File: src/rtl/gbfp_pkg.sv
// Package of the GNSS binary frame parser: sync and message constants,
// parser phases, queue operation codes and the result kinds.
// No dependencies; every other file of the block refers to it by scoped names.
`default_nettype none

package gbfp_pkg;

  localparam logic [7:0] SYNC_FIRST = 8'hB5;
  localparam logic [7:0] SYNC_SECOND = 8'h62;
  localparam logic [15:0] MAX_LEN_RESET = 16'd500;

  localparam logic [7:0] CLASS_NAV = 8'h01;
  localparam logic [7:0] CLASS_ESF = 8'h10;
  localparam logic [7:0] ID_ESF_STATUS = 8'h10;
  localparam logic [7:0] ID_ESF_MEAS = 8'h14;
  localparam logic [7:0] ID_NAV_STATUS = 8'h03;

  localparam int unsigned IN_DATA_W = 8;
  localparam int unsigned OUT_DATA_W = 80;
  localparam int unsigned OUT_USER_W = 2;

  typedef enum logic [3:0] {
    PH_HUNT1,
    PH_HUNT2,
    PH_CLASS,
    PH_ID,
    PH_LEN_LO,
    PH_LEN_HI,
    PH_PAYLOAD,
    PH_CK_A,
    PH_CK_B
  } phase_e;

  typedef enum logic [3:0] {
    OP_NONE,
    OP_NOISE1,
    OP_NOISE2,
    OP_SYNC,
    OP_CLASS,
    OP_ID,
    OP_LEN_LO,
    OP_LEN_HI,
    OP_LEN_REJECT,
    OP_PAYLOAD,
    OP_CK_A,
    OP_CK_B
  } op_e;

  typedef enum logic [1:0] {
    RES_PAYLOAD = 2'd0,
    RES_GOOD = 2'd1,
    RES_MISMATCH = 2'd2,
    RES_REJECT = 2'd3
  } result_e;

  typedef enum logic [1:0] {
    MSG_OTHER = 2'd0,
    MSG_ESF_MEAS = 2'd1,
    MSG_ESF_STATUS = 2'd2,
    MSG_NAV_STATUS = 2'd3
  } msg_kind_e;

  typedef struct packed {
    op_e         op;
    logic [7:0]  data;
    logic [15:0] index;
  } op_t;

  typedef struct packed {
    logic [15:0] skipped_bytes;
    msg_kind_e   msg_kind;
    logic [15:0] payload_len;
    logic [7:0]  msg_id;
    logic [7:0]  msg_class;
    logic [15:0] byte_index;
    logic [7:0]  data_byte;
  } result_t;

  function automatic msg_kind_e kind_of(input logic [7:0] cls, input logic [7:0] id);
    msg_kind_e k;
    k = MSG_OTHER;
    if (cls == CLASS_ESF && id == ID_ESF_MEAS) begin
      k = MSG_ESF_MEAS;
    end else if (cls == CLASS_ESF && id == ID_ESF_STATUS) begin
      k = MSG_ESF_STATUS;
    end else if (cls == CLASS_NAV && id == ID_NAV_STATUS) begin
      k = MSG_NAV_STATUS;
    end
    return k;
  endfunction

endpackage

`default_nettype wire

File: src/rtl/gnss_binary_frame_parser.sv
// Top level of the GNSS binary frame parser: front part, operation queue and
// back part. Depends on gbfp_pkg, gbfp_front, gbfp_queue and gbfp_back.
//
//   channel   | direction | valid/ready               | payload
//   ----------+-----------+---------------------------+--------------------------
//   s_axis    | in        | s_axis_tvalid_i/tready_o  | tdata: rx_byte
//   m_axis    | out       | m_axis_tvalid_o/tready_i  | tdata: result fields,
//             |           |                           | tuser: result_kind
//   cfg       | in        | cfg_we_i                  | cfg_wdata_i: max_payload_len
//
// One byte is accepted per cycle while the queue is not full; its operation is
// queued and its result is then registered in the back part. The rate is set by
// the phase update in the front part and the sum update in the back part; the
// queue lets either side stall alone. Reset is asynchronous and active low and
// needs no clearing pass. A stalled output holds its transaction; input
// acceptance stops once the queue is full.
`default_nettype none

module gnss_binary_frame_parser #(
  parameter int unsigned QueueDepth = 2
) (
  input  wire logic                             clk_i,
  input  wire logic                             rst_ni,
  input  wire logic                             cfg_we_i,
  input  wire logic [15:0]                      cfg_wdata_i,
  input  wire logic                             s_axis_tvalid_i,
  output logic                                  s_axis_tready_o,
  // rx_byte[7:0]
  input  wire logic [gbfp_pkg::IN_DATA_W-1:0]   s_axis_tdata_i,
  output logic                                  m_axis_tvalid_o,
  input  wire logic                             m_axis_tready_i,
  // data_byte[7:0], byte_index[23:8], msg_class[31:24], msg_id[39:32],
  // payload_len[55:40], msg_kind[57:56], skipped_bytes[73:58], zero[79:74]
  output logic [gbfp_pkg::OUT_DATA_W-1:0]       m_axis_tdata_o,
  // result_kind[1:0]
  output logic [gbfp_pkg::OUT_USER_W-1:0]       m_axis_tuser_o
);

  gbfp_pkg::op_t     front_op;
  gbfp_pkg::op_t     back_op;
  gbfp_pkg::result_t res;
  gbfp_pkg::result_e res_kind;
  logic              in_accept;
  logic              q_full;
  logic              q_empty;
  logic              back_ready;

  assign s_axis_tready_o = !q_full;
  assign in_accept = s_axis_tvalid_i && !q_full;

  gbfp_front u_front (
    .clk_i       (clk_i),
    .rst_ni      (rst_ni),
    .cfg_we_i    (cfg_we_i),
    .cfg_wdata_i (cfg_wdata_i),
    .accept_i    (in_accept),
    .rx_byte_i   (s_axis_tdata_i),
    .op_o        (front_op)
  );

  gbfp_queue #(
    .Depth (QueueDepth)
  ) u_queue (
    .clk_i     (clk_i),
    .rst_ni    (rst_ni),
    .push_i    (in_accept),
    .push_op_i (front_op),
    .full_o    (q_full),
    .pop_i     (!q_empty && back_ready),
    .empty_o   (q_empty),
    .pop_op_o  (back_op)
  );

  gbfp_back u_back (
    .clk_i       (clk_i),
    .rst_ni      (rst_ni),
    .op_valid_i  (!q_empty),
    .op_i        (back_op),
    .op_ready_o  (back_ready),
    .res_valid_o (m_axis_tvalid_o),
    .res_ready_i (m_axis_tready_i),
    .res_kind_o  (res_kind),
    .res_o       (res)
  );

  assign m_axis_tdata_o = {6'b000000, res};
  assign m_axis_tuser_o = res_kind;

endmodule

`default_nettype wire

File: src/rtl/gbfp_front.sv
// Front part of the frame parser: tracks the frame phase per received byte
// and turns each byte into one operation for the back part. Uses gbfp_pkg.
`default_nettype none

module gbfp_front (
  input  wire logic          clk_i,
  input  wire logic          rst_ni,
  input  wire logic          cfg_we_i,
  input  wire logic [15:0]   cfg_wdata_i,
  input  wire logic          accept_i,
  input  wire logic [7:0]    rx_byte_i,
  output gbfp_pkg::op_t      op_o
);

  gbfp_pkg::phase_e phase_q, phase_d;
  logic [15:0] len_q, len_d;
  logic [15:0] cnt_q, cnt_d;
  logic [15:0] max_len_q;
  logic [15:0] len_full;
  logic [15:0] cnt_inc;

  assign len_full = {rx_byte_i, len_q[7:0]};
  assign cnt_inc = cnt_q + 16'd1;

  always_comb begin
    phase_d = phase_q;
    len_d = len_q;
    cnt_d = cnt_q;
    case (phase_q)
      gbfp_pkg::PH_HUNT1: begin
        if (rx_byte_i == gbfp_pkg::SYNC_FIRST) phase_d = gbfp_pkg::PH_HUNT2;
      end
      gbfp_pkg::PH_HUNT2: begin
        if (rx_byte_i == gbfp_pkg::SYNC_SECOND) begin
          phase_d = gbfp_pkg::PH_CLASS;
        end else if (rx_byte_i != gbfp_pkg::SYNC_FIRST) begin
          phase_d = gbfp_pkg::PH_HUNT1;
        end
      end
      gbfp_pkg::PH_CLASS: phase_d = gbfp_pkg::PH_ID;
      gbfp_pkg::PH_ID: phase_d = gbfp_pkg::PH_LEN_LO;
      gbfp_pkg::PH_LEN_LO: begin
        len_d = {8'h00, rx_byte_i};
        phase_d = gbfp_pkg::PH_LEN_HI;
      end
      gbfp_pkg::PH_LEN_HI: begin
        len_d = len_full;
        cnt_d = '0;
        if (len_full > max_len_q) begin
          phase_d = gbfp_pkg::PH_HUNT1;
        end else if (len_full == 16'd0) begin
          phase_d = gbfp_pkg::PH_CK_A;
        end else begin
          phase_d = gbfp_pkg::PH_PAYLOAD;
        end
      end
      gbfp_pkg::PH_PAYLOAD: begin
        cnt_d = cnt_inc;
        if (cnt_inc == len_q) phase_d = gbfp_pkg::PH_CK_A;
      end
      gbfp_pkg::PH_CK_A: phase_d = gbfp_pkg::PH_CK_B;
      gbfp_pkg::PH_CK_B: phase_d = gbfp_pkg::PH_HUNT1;
      default: phase_d = gbfp_pkg::PH_HUNT1;
    endcase
  end

  always_comb begin
    op_o.data = rx_byte_i;
    op_o.index = cnt_q;
    case (phase_q)
      gbfp_pkg::PH_HUNT1: begin
        op_o.op = (rx_byte_i == gbfp_pkg::SYNC_FIRST) ? gbfp_pkg::OP_NONE
                                                      : gbfp_pkg::OP_NOISE1;
      end
      gbfp_pkg::PH_HUNT2: begin
        if (rx_byte_i == gbfp_pkg::SYNC_SECOND) begin
          op_o.op = gbfp_pkg::OP_SYNC;
        end else if (rx_byte_i == gbfp_pkg::SYNC_FIRST) begin
          op_o.op = gbfp_pkg::OP_NOISE1;
        end else begin
          op_o.op = gbfp_pkg::OP_NOISE2;
        end
      end
      gbfp_pkg::PH_CLASS: op_o.op = gbfp_pkg::OP_CLASS;
      gbfp_pkg::PH_ID: op_o.op = gbfp_pkg::OP_ID;
      gbfp_pkg::PH_LEN_LO: op_o.op = gbfp_pkg::OP_LEN_LO;
      gbfp_pkg::PH_LEN_HI: begin
        op_o.op = (len_full > max_len_q) ? gbfp_pkg::OP_LEN_REJECT : gbfp_pkg::OP_LEN_HI;
      end
      gbfp_pkg::PH_PAYLOAD: op_o.op = gbfp_pkg::OP_PAYLOAD;
      gbfp_pkg::PH_CK_A: op_o.op = gbfp_pkg::OP_CK_A;
      gbfp_pkg::PH_CK_B: op_o.op = gbfp_pkg::OP_CK_B;
      default: op_o.op = gbfp_pkg::OP_NONE;
    endcase
  end

  always_ff @(posedge clk_i or negedge rst_ni) begin
    if (!rst_ni) begin
      phase_q <= gbfp_pkg::PH_HUNT1;
      len_q <= '0;
      cnt_q <= '0;
      max_len_q <= gbfp_pkg::MAX_LEN_RESET;
    end else begin
      if (accept_i) begin
        phase_q <= phase_d;
        len_q <= len_d;
        cnt_q <= cnt_d;
      end
      if (cfg_we_i) max_len_q <= cfg_wdata_i;
    end
  end

endmodule

`default_nettype wire

File: src/rtl/gbfp_queue.sv
// Short operation queue between the front and back parts of the parser.
// Holds gbfp_pkg::op_t entries; depth set by the Depth parameter.
`default_nettype none

module gbfp_queue #(
  parameter int unsigned Depth = 2
) (
  input  wire logic          clk_i,
  input  wire logic          rst_ni,
  input  wire logic          push_i,
  input  gbfp_pkg::op_t      push_op_i,
  output logic               full_o,
  input  wire logic          pop_i,
  output logic               empty_o,
  output gbfp_pkg::op_t      pop_op_o
);

  localparam int unsigned PtrW = $clog2(Depth);
  localparam int unsigned CntW = $clog2(Depth + 1);
  localparam logic [PtrW-1:0] LastPtr = PtrW'(Depth - 1);
  localparam logic [CntW-1:0] FullCnt = CntW'(Depth);

  gbfp_pkg::op_t mem_q [Depth];
  logic [PtrW-1:0] wr_ptr_q, rd_ptr_q;
  logic [CntW-1:0] cnt_q;

  assign full_o = (cnt_q == FullCnt);
  assign empty_o = (cnt_q == '0);
  assign pop_op_o = mem_q[rd_ptr_q];

  always_ff @(posedge clk_i) begin
    if (push_i) mem_q[wr_ptr_q] <= push_op_i;
  end

  always_ff @(posedge clk_i or negedge rst_ni) begin
    if (!rst_ni) begin
      wr_ptr_q <= '0;
      rd_ptr_q <= '0;
      cnt_q <= '0;
    end else begin
      if (push_i) wr_ptr_q <= (wr_ptr_q == LastPtr) ? '0 : wr_ptr_q + 1'b1;
      if (pop_i) rd_ptr_q <= (rd_ptr_q == LastPtr) ? '0 : rd_ptr_q + 1'b1;
      if (push_i && !pop_i) begin
        cnt_q <= cnt_q + 1'b1;
      end else if (!push_i && pop_i) begin
        cnt_q <= cnt_q - 1'b1;
      end
    end
  end

endmodule

`default_nettype wire

File: src/rtl/gbfp_back.sv
// Back part of the frame parser: carries out queued operations, keeps the
// Fletcher sums, header fields and noise count, and holds the result register.
// Uses gbfp_pkg.
`default_nettype none

module gbfp_back (
  input  wire logic          clk_i,
  input  wire logic          rst_ni,
  input  wire logic          op_valid_i,
  input  gbfp_pkg::op_t      op_i,
  output logic               op_ready_o,
  output logic               res_valid_o,
  input  wire logic          res_ready_i,
  output gbfp_pkg::result_e  res_kind_o,
  output gbfp_pkg::result_t  res_o
);

  logic [7:0]  sum_a_q, sum_a_d;
  logic [7:0]  sum_b_q, sum_b_d;
  logic [7:0]  class_q, class_d;
  logic [7:0]  id_q, id_d;
  logic [15:0] len_q, len_d;
  logic [7:0]  rx_sum_a_q, rx_sum_a_d;
  logic [15:0] noise_q, noise_d;
  logic        out_valid_q, out_valid_d;
  gbfp_pkg::result_e kind_q, kind_d;
  gbfp_pkg::result_t res_q, res_d;
  logic [7:0]  add_a;
  logic        fire;
  logic        emit;

  assign op_ready_o = !out_valid_q || res_ready_i;
  assign fire = op_valid_i && op_ready_o;
  assign add_a = sum_a_q + op_i.data;

  always_comb begin
    sum_a_d = sum_a_q;
    sum_b_d = sum_b_q;
    class_d = class_q;
    id_d = id_q;
    len_d = len_q;
    rx_sum_a_d = rx_sum_a_q;
    noise_d = noise_q;
    emit = 1'b0;
    kind_d = kind_q;
    res_d.data_byte = '0;
    res_d.byte_index = '0;
    res_d.msg_class = class_q;
    res_d.msg_id = id_q;
    res_d.payload_len = len_q;
    res_d.msg_kind = gbfp_pkg::kind_of(class_q, id_q);
    res_d.skipped_bytes = noise_q;
    case (op_i.op)
      gbfp_pkg::OP_NOISE1: begin
        if (noise_q != 16'hFFFF) noise_d = noise_q + 16'd1;
      end
      gbfp_pkg::OP_NOISE2: begin
        noise_d = (noise_q >= 16'hFFFE) ? 16'hFFFF : noise_q + 16'd2;
      end
      gbfp_pkg::OP_SYNC: begin
        sum_a_d = '0;
        sum_b_d = '0;
      end
      gbfp_pkg::OP_CLASS: begin
        class_d = op_i.data;
        sum_a_d = add_a;
        sum_b_d = sum_b_q + add_a;
      end
      gbfp_pkg::OP_ID: begin
        id_d = op_i.data;
        sum_a_d = add_a;
        sum_b_d = sum_b_q + add_a;
      end
      gbfp_pkg::OP_LEN_LO: begin
        len_d = {8'h00, op_i.data};
        sum_a_d = add_a;
        sum_b_d = sum_b_q + add_a;
      end
      gbfp_pkg::OP_LEN_HI: begin
        len_d = {op_i.data, len_q[7:0]};
        sum_a_d = add_a;
        sum_b_d = sum_b_q + add_a;
      end
      gbfp_pkg::OP_LEN_REJECT: begin
        len_d = {op_i.data, len_q[7:0]};
        sum_a_d = add_a;
        sum_b_d = sum_b_q + add_a;
        emit = 1'b1;
        kind_d = gbfp_pkg::RES_REJECT;
        res_d.payload_len = {op_i.data, len_q[7:0]};
        noise_d = '0;
      end
      gbfp_pkg::OP_PAYLOAD: begin
        sum_a_d = add_a;
        sum_b_d = sum_b_q + add_a;
        emit = 1'b1;
        kind_d = gbfp_pkg::RES_PAYLOAD;
        res_d.data_byte = op_i.data;
        res_d.byte_index = op_i.index;
      end
      gbfp_pkg::OP_CK_A: rx_sum_a_d = op_i.data;
      gbfp_pkg::OP_CK_B: begin
        emit = 1'b1;
        kind_d = (rx_sum_a_q == sum_a_q && op_i.data == sum_b_q) ? gbfp_pkg::RES_GOOD
                                                                 : gbfp_pkg::RES_MISMATCH;
        noise_d = '0;
      end
      default: ;
    endcase
  end

  always_comb begin
    out_valid_d = out_valid_q;
    if (res_ready_i) out_valid_d = 1'b0;
    if (fire && emit) out_valid_d = 1'b1;
  end

  always_ff @(posedge clk_i or negedge rst_ni) begin
    if (!rst_ni) begin
      sum_a_q <= '0;
      sum_b_q <= '0;
      class_q <= '0;
      id_q <= '0;
      len_q <= '0;
      rx_sum_a_q <= '0;
      noise_q <= '0;
      out_valid_q <= 1'b0;
    end else begin
      out_valid_q <= out_valid_d;
      if (fire) begin
        sum_a_q <= sum_a_d;
        sum_b_q <= sum_b_d;
        class_q <= class_d;
        id_q <= id_d;
        len_q <= len_d;
        rx_sum_a_q <= rx_sum_a_d;
        noise_q <= noise_d;
      end
    end
  end

  always_ff @(posedge clk_i) begin
    if (fire && emit) begin
      kind_q <= kind_d;
      res_q <= res_d;
    end
  end

  assign res_valid_o = out_valid_q;
  assign res_kind_o = kind_q;
  assign res_o = res_q;

endmodule

`default_nettype wire

File: config.mk
export PLATFORM = sky130hd
export DESIGN_NAME = gnss_binary_frame_parser
export DESIGN_NICKNAME = d
export VERILOG_FILES = /design/src/rtl/gbfp_pkg.sv /design/src/rtl/gnss_binary_frame_parser.sv /design/src/rtl/gbfp_front.sv /design/src/rtl/gbfp_queue.sv /design/src/rtl/gbfp_back.sv
export SDC_FILE = /design/constraint.sdc
export NUM_CORES = 1
export LEC_CHECK = 0
export BUFFER_PORTS_ARGS = -buffer_cell sky130_fd_sc_hd__buf_2
export CAP_MARGIN = 15
export CORE_MARGIN = 8
export CORE_UTILIZATION = 64
export CTS_CLUSTER_SIZE = 16
export DETAILED_ROUTE_END_ITERATION = 6
export GPL_ROUTABILITY_DRIVEN = 0
export HOLD_SLACK_MARGIN = 0.08
export PLACE_DENSITY = 0.95
export SYNTH_ARGS = -nofsm -noshare
export SYNTH_HDL_FRONTEND = slang
export SYNTH_HIERARCHICAL = 1
export SYNTH_SLANG_ARGS = --single-unit
File: constraint.sdc
create_clock -name clk_i -period 11.1 [get_ports clk_i]
set_input_delay 1.11 -clock clk_i [delete_from_list [all_inputs] [get_ports clk_i]]
set_output_delay 1.11 -clock clk_i [all_outputs]
set_load 0.03 [all_outputs]
==> summary.md <==
| Metric | Value |
|---|---|
| I/O pin count | `113` |
| CTS tree | `yes` |
| Clk Latency, worst-skew pair | `0.52 ns` |
| Sequential element share of the synthesized area | `57.8%` |
| Crit-path max cell delay | `0.62 ns` |
| # clock sinks | `261` |
| Root Driver | `clkbuf_16` |
| Worst path required time | `11.51 ns` |
| CP delay by family, top | `compound AO/OA/AOI/OAI gates` |
| Pwr dens | `302 mW/mm2` |
| Vias per cell | `6.37` |
| Buffers added on ports | `106` |
| Post-cts sizing count | `0` |
| TritonCTS Buffers | `26` |
| Slowest library cell on the worst path | `dfrtp_1` |
| Rows | `51` |
| Largest net degree at the start of global routing | `68` |
| CP Cell Sequence | `buf_4 > mux2_4 > ha_1 > fa_1 > a21o_1 > a21oi_1 > o21bai_1 > a21oi_1 > xnor2_1 > ha_1 > nor2_1 > nor2_1 > inv_1 > or4_1 > and2_0 > a221o_1` |
| Worst r2r src | `u_queue/rd_ptr_q$_DFFE_PN0P_` |
| Die Ht | `156 um` |
| Gr usage total | `22.6%` |
| Finished layout cell area | `0.0139 mm2` |
| Crit path time final | `4.48 ns` |
| Worst setup SP type | `flip-flop` |
| Worst-path fanout max | `21` |
| Vias in the first global route | `8862` |
| Vias | `9063` |
| Max transition margin | `26.8%` |
| DRC Markers | `0` |
| Synth Flop Type | `edfxtp_1` |
| H-tree depth | `1` |
| Global-route wire length before repair | `44500 um` |
| Flop2flop setup slack | `6.62 ns` |
| Post-Syn Instances | `1051` |
| Min-delay worst type | `flip-flop to flip-flop` |
| Drt wl/cell | `19.5 um` |
| Worst Tran Pin Value | `1.09 ns` |
| Post-CTS Setup Repair Bufs | `0` |
| Synth warn | `6` |
| CTS max path bufs | `3` |
| Total wire length | `27800 um` |
| Critical Path Sink Type | `flip-flop` |
| Synth top area share | `31.8%` |
| N_diodes | `0` |
| Max frequency | `223 MHz` |
| Post-route clock period utilization | `40.4%` |
| Post-route ant nets | `0` |
| Max-cap violations | `0` |
| Initial Util | `64.7%` |
| Setup-failing EPs final | `0` |
| Avg Inst Size Synth | `11.9 um2` |
| Reg2Reg Depth | `16` |
| Min-delay src | `u_back/len_q[0]$_DFFE_PN0P_` |
| Yosys cell types | `78` |
| Post-synth EDFFs | `132` |
| Hold Fails Final Rpt | `0` |
| Worst reg2reg endpoint | `u_back/sum_b_q[7]$_DFFE_PN0P_` |
| Global route total overflow | `0` |
| Post-placement cell area | `0.0131 mm2` |
| Initial antenna violation count | `0` |
| Area grow syn2layout | `11.7%` |
| Run status | `completed` |
| Hold EP | `u_back/res_o[40]$_DFFE_PP_` |
| Initial DRC count | `1116` |
| # hold bufs at CTS | `0` |
| Post-Syn Area | `0.0125 mm2` |
| Hold Path Depth | `0` |
| Peak VDD IR | `0.153 mV` |
| Final setup TNS | `0 ns` |
| RSZ-0062 raised after global routing | `false` |
| Dominant cells by area after synthesis | `edfxtp_1 32%, dfrtp_1 25%, mux2_2 4.7%` |
| # nets final | `1204` |
| DP Wirelength | `18400 um` |
| Synth Register Bits | `261` |
| Arrival @ worst endpoint | `4.90 ns` |
| Share of flip-flops with an asynchronous set or reset | `49.4%` |
| Setup Crit Path Kind | `flip-flop to flip-flop` |
| CP Buf/Inv Count | `2` |
| Clock transition at path regs | `0.06 ns` |
| Placeable Area | `0.0193 mm2` |
| Die span in x | `156 um` |
| Fraction of layout cells with a size suffix above 1 | `20.7%` |
| Slew Viols, Final | `0` |
| Leakage | `5.71 nW` |
| First-pass DRT Iterations | `6` |
| Largest area contributor in the netlist | `edfxtp_1` |
| Skew final | `0.0115 ns` |
| Die ar. | `0.0242 mm2` |
[synth_stat cells, types with 5 or more instances]
master / count
a211o_1: 5
a21oi_1: 36
a22o_1: 23
a31oi_1: 6
and2_1: 31
and3_1: 11
buf_2: 10
buf_4: 18
clkbuf_1: 29
dfrtp_1: 123
dfstp_2: 6
edfxtp_1: 132
ha_1: 35
inv_1: 42
mux2_2: 52
mux2_4: 10
nand2_1: 97
nand2b_1: 5
nand3_1: 28
nand4_1: 17
nor2_1: 52
nor2b_1: 9
nor3_1: 14
nor4_1: 13
o211ai_1: 6
o21a_1: 6
o21ai_0: 82
o31ai_1: 14
o41ai_1: 6
xnor2_1: 25
xor2_1: 33
[worst reg2reg max path: stages (launching register included)]
cell,delay (ns)
dfrtp_1,0.62
buf_4,0.41
mux2_4,0.40
ha_1,0.24
fa_1,0.41
a21o_1,0.21
a21oi_1,0.26
o21bai_1,0.11
a21oi_1,0.18
xnor2_1,0.10
ha_1,0.32
nor2_1,0.06
nor2_1,0.10
inv_1,0.06
or4_1,0.42
and2_0,0.18
a221o_1,0.28
[final cells by class]
cell class	count	area (um2)
Tap cell	265	332
Sequential cell	261	7200
Multi-Input combinational cell	693	4810
Inverter	42	158
Clock buffer	34	722
Clock inverter	14	105
Fill cell	1185	5360
Timing Repair Buffer	114	593
[state kept, by name, summed over array words and instances, names as in the netlist, 4 cells and up]
name,cells
u_back/class_q,8
u_back/id_q,8
u_back/len_q,16
u_back/noise_q,16
u_back/res_o,74
u_back/rx_sum_a_q,8
u_back/sum_a_q,8
u_back/sum_b_q,8
u_front/cnt_q,16
u_front/len_q,16
u_front/max_len_q,16
u_front/phase_q,4
u_queue/mem_q,56
[routing by layer]
layer  global-route usage (%)  share of wire [%]  up-vias
met2                     39.3                 50      629
met4                     10.1                4.0        0
met3                     3.99                8.8      123
li1                         -                  -     4003
met5                        0                  0        -
met1                     27.2                 37     4308
[report_power, final]
part           switching, mW  internal, mW
Sequential             0.217          1.39
Combinational           1.10         0.650
Clock                  0.357         0.482
Total                   1.68          2.52
[metrics by stage]
stage          setup WS, ns  utilization [%]  cells  hold WS, ns  total power [mW]
6_report               6.62             72.2   1423        0.449              4.20
5_1_grt                6.42             72.2   1423        0.472              4.42
4_1_cts                6.67             72.2   1422        0.447              4.17
3_5_place_dp           6.68             67.9   1374        0.441              3.31
3_3_place_gp           6.87             67.9   1374        0.435              3.22
2_1_floorplan          3.91                -   1056        0.420              2.92
[how the worst max path moves through the flow]
stage	cells past startpoint	start	endpoint	slack [ns]
floorplan	6	u_queue/rd_ptr_q$_DFFE_PN0P_	u_back/res_kind_o[0]$_DFFE_PP_	3.91
global placement	16	u_queue/rd_ptr_q$_DFFE_PN0P_	u_back/sum_b_q[7]$_DFFE_PN0P_	6.87
detailed placement	16	u_queue/rd_ptr_q$_DFFE_PN0P_	u_back/sum_b_q[7]$_DFFE_PN0P_	6.68
CTS	16	u_queue/rd_ptr_q$_DFFE_PN0P_	u_back/sum_b_q[7]$_DFFE_PN0P_	6.67
global route	15	u_queue/rd_ptr_q$_DFFE_PN0P_	u_back/sum_b_q[7]$_DFFE_PN0P_	6.42
finish	16	u_queue/rd_ptr_q$_DFFE_PN0P_	u_back/sum_b_q[7]$_DFFE_PN0P_	6.62
[placed cells by master, fill, tap and decap left out, drive strengths merged, types with 4 or more instances in the layout]
master,n
dfstp,6
a211oi,5
edfxtp,132
xnor2,25
nor4b,4
clkbuf,34
o22ai,4
o31ai,14
o21a,6
and3,11
o21bai,4
nand4,18
xor2,33
clkinv,10
a211o,5
and4,5
nor4,13
nand2b,5
a22o,23
conb,6
buf,114
nor3,15
nor2b,9
ha,35
a31oi,7
dfrtp,123
and2,32
nand2,97
a21oi,36
nor2,53
mux2,62
nand3,28
o211ai,6
o41ai,6
inv,42
o21ai,85
[kinds of logic (layout without fill, tap and decap cells)]
| family | Yosys count | after routing | share of synthesized area (%) |
|---|---|---|---|
| and+or+nand+nor | 298 | 298 | 12.2 |
| DFF | 261 | 261 | 57.8 |
| AOI/OAI and AO/OA | 231 | 231 | 12.2 |
| buffers and inverters | 102 | 204 | 3.87 |
| muxes | 63 | 63 | 5.98 |
| xor gates and xnor gates | 58 | 58 | 4.08 |
| adders and majority gates | 37 | 37 | 3.84 |
| other | 1 | 6 | 0.0301 |
(Power assumes the default switching activity.)
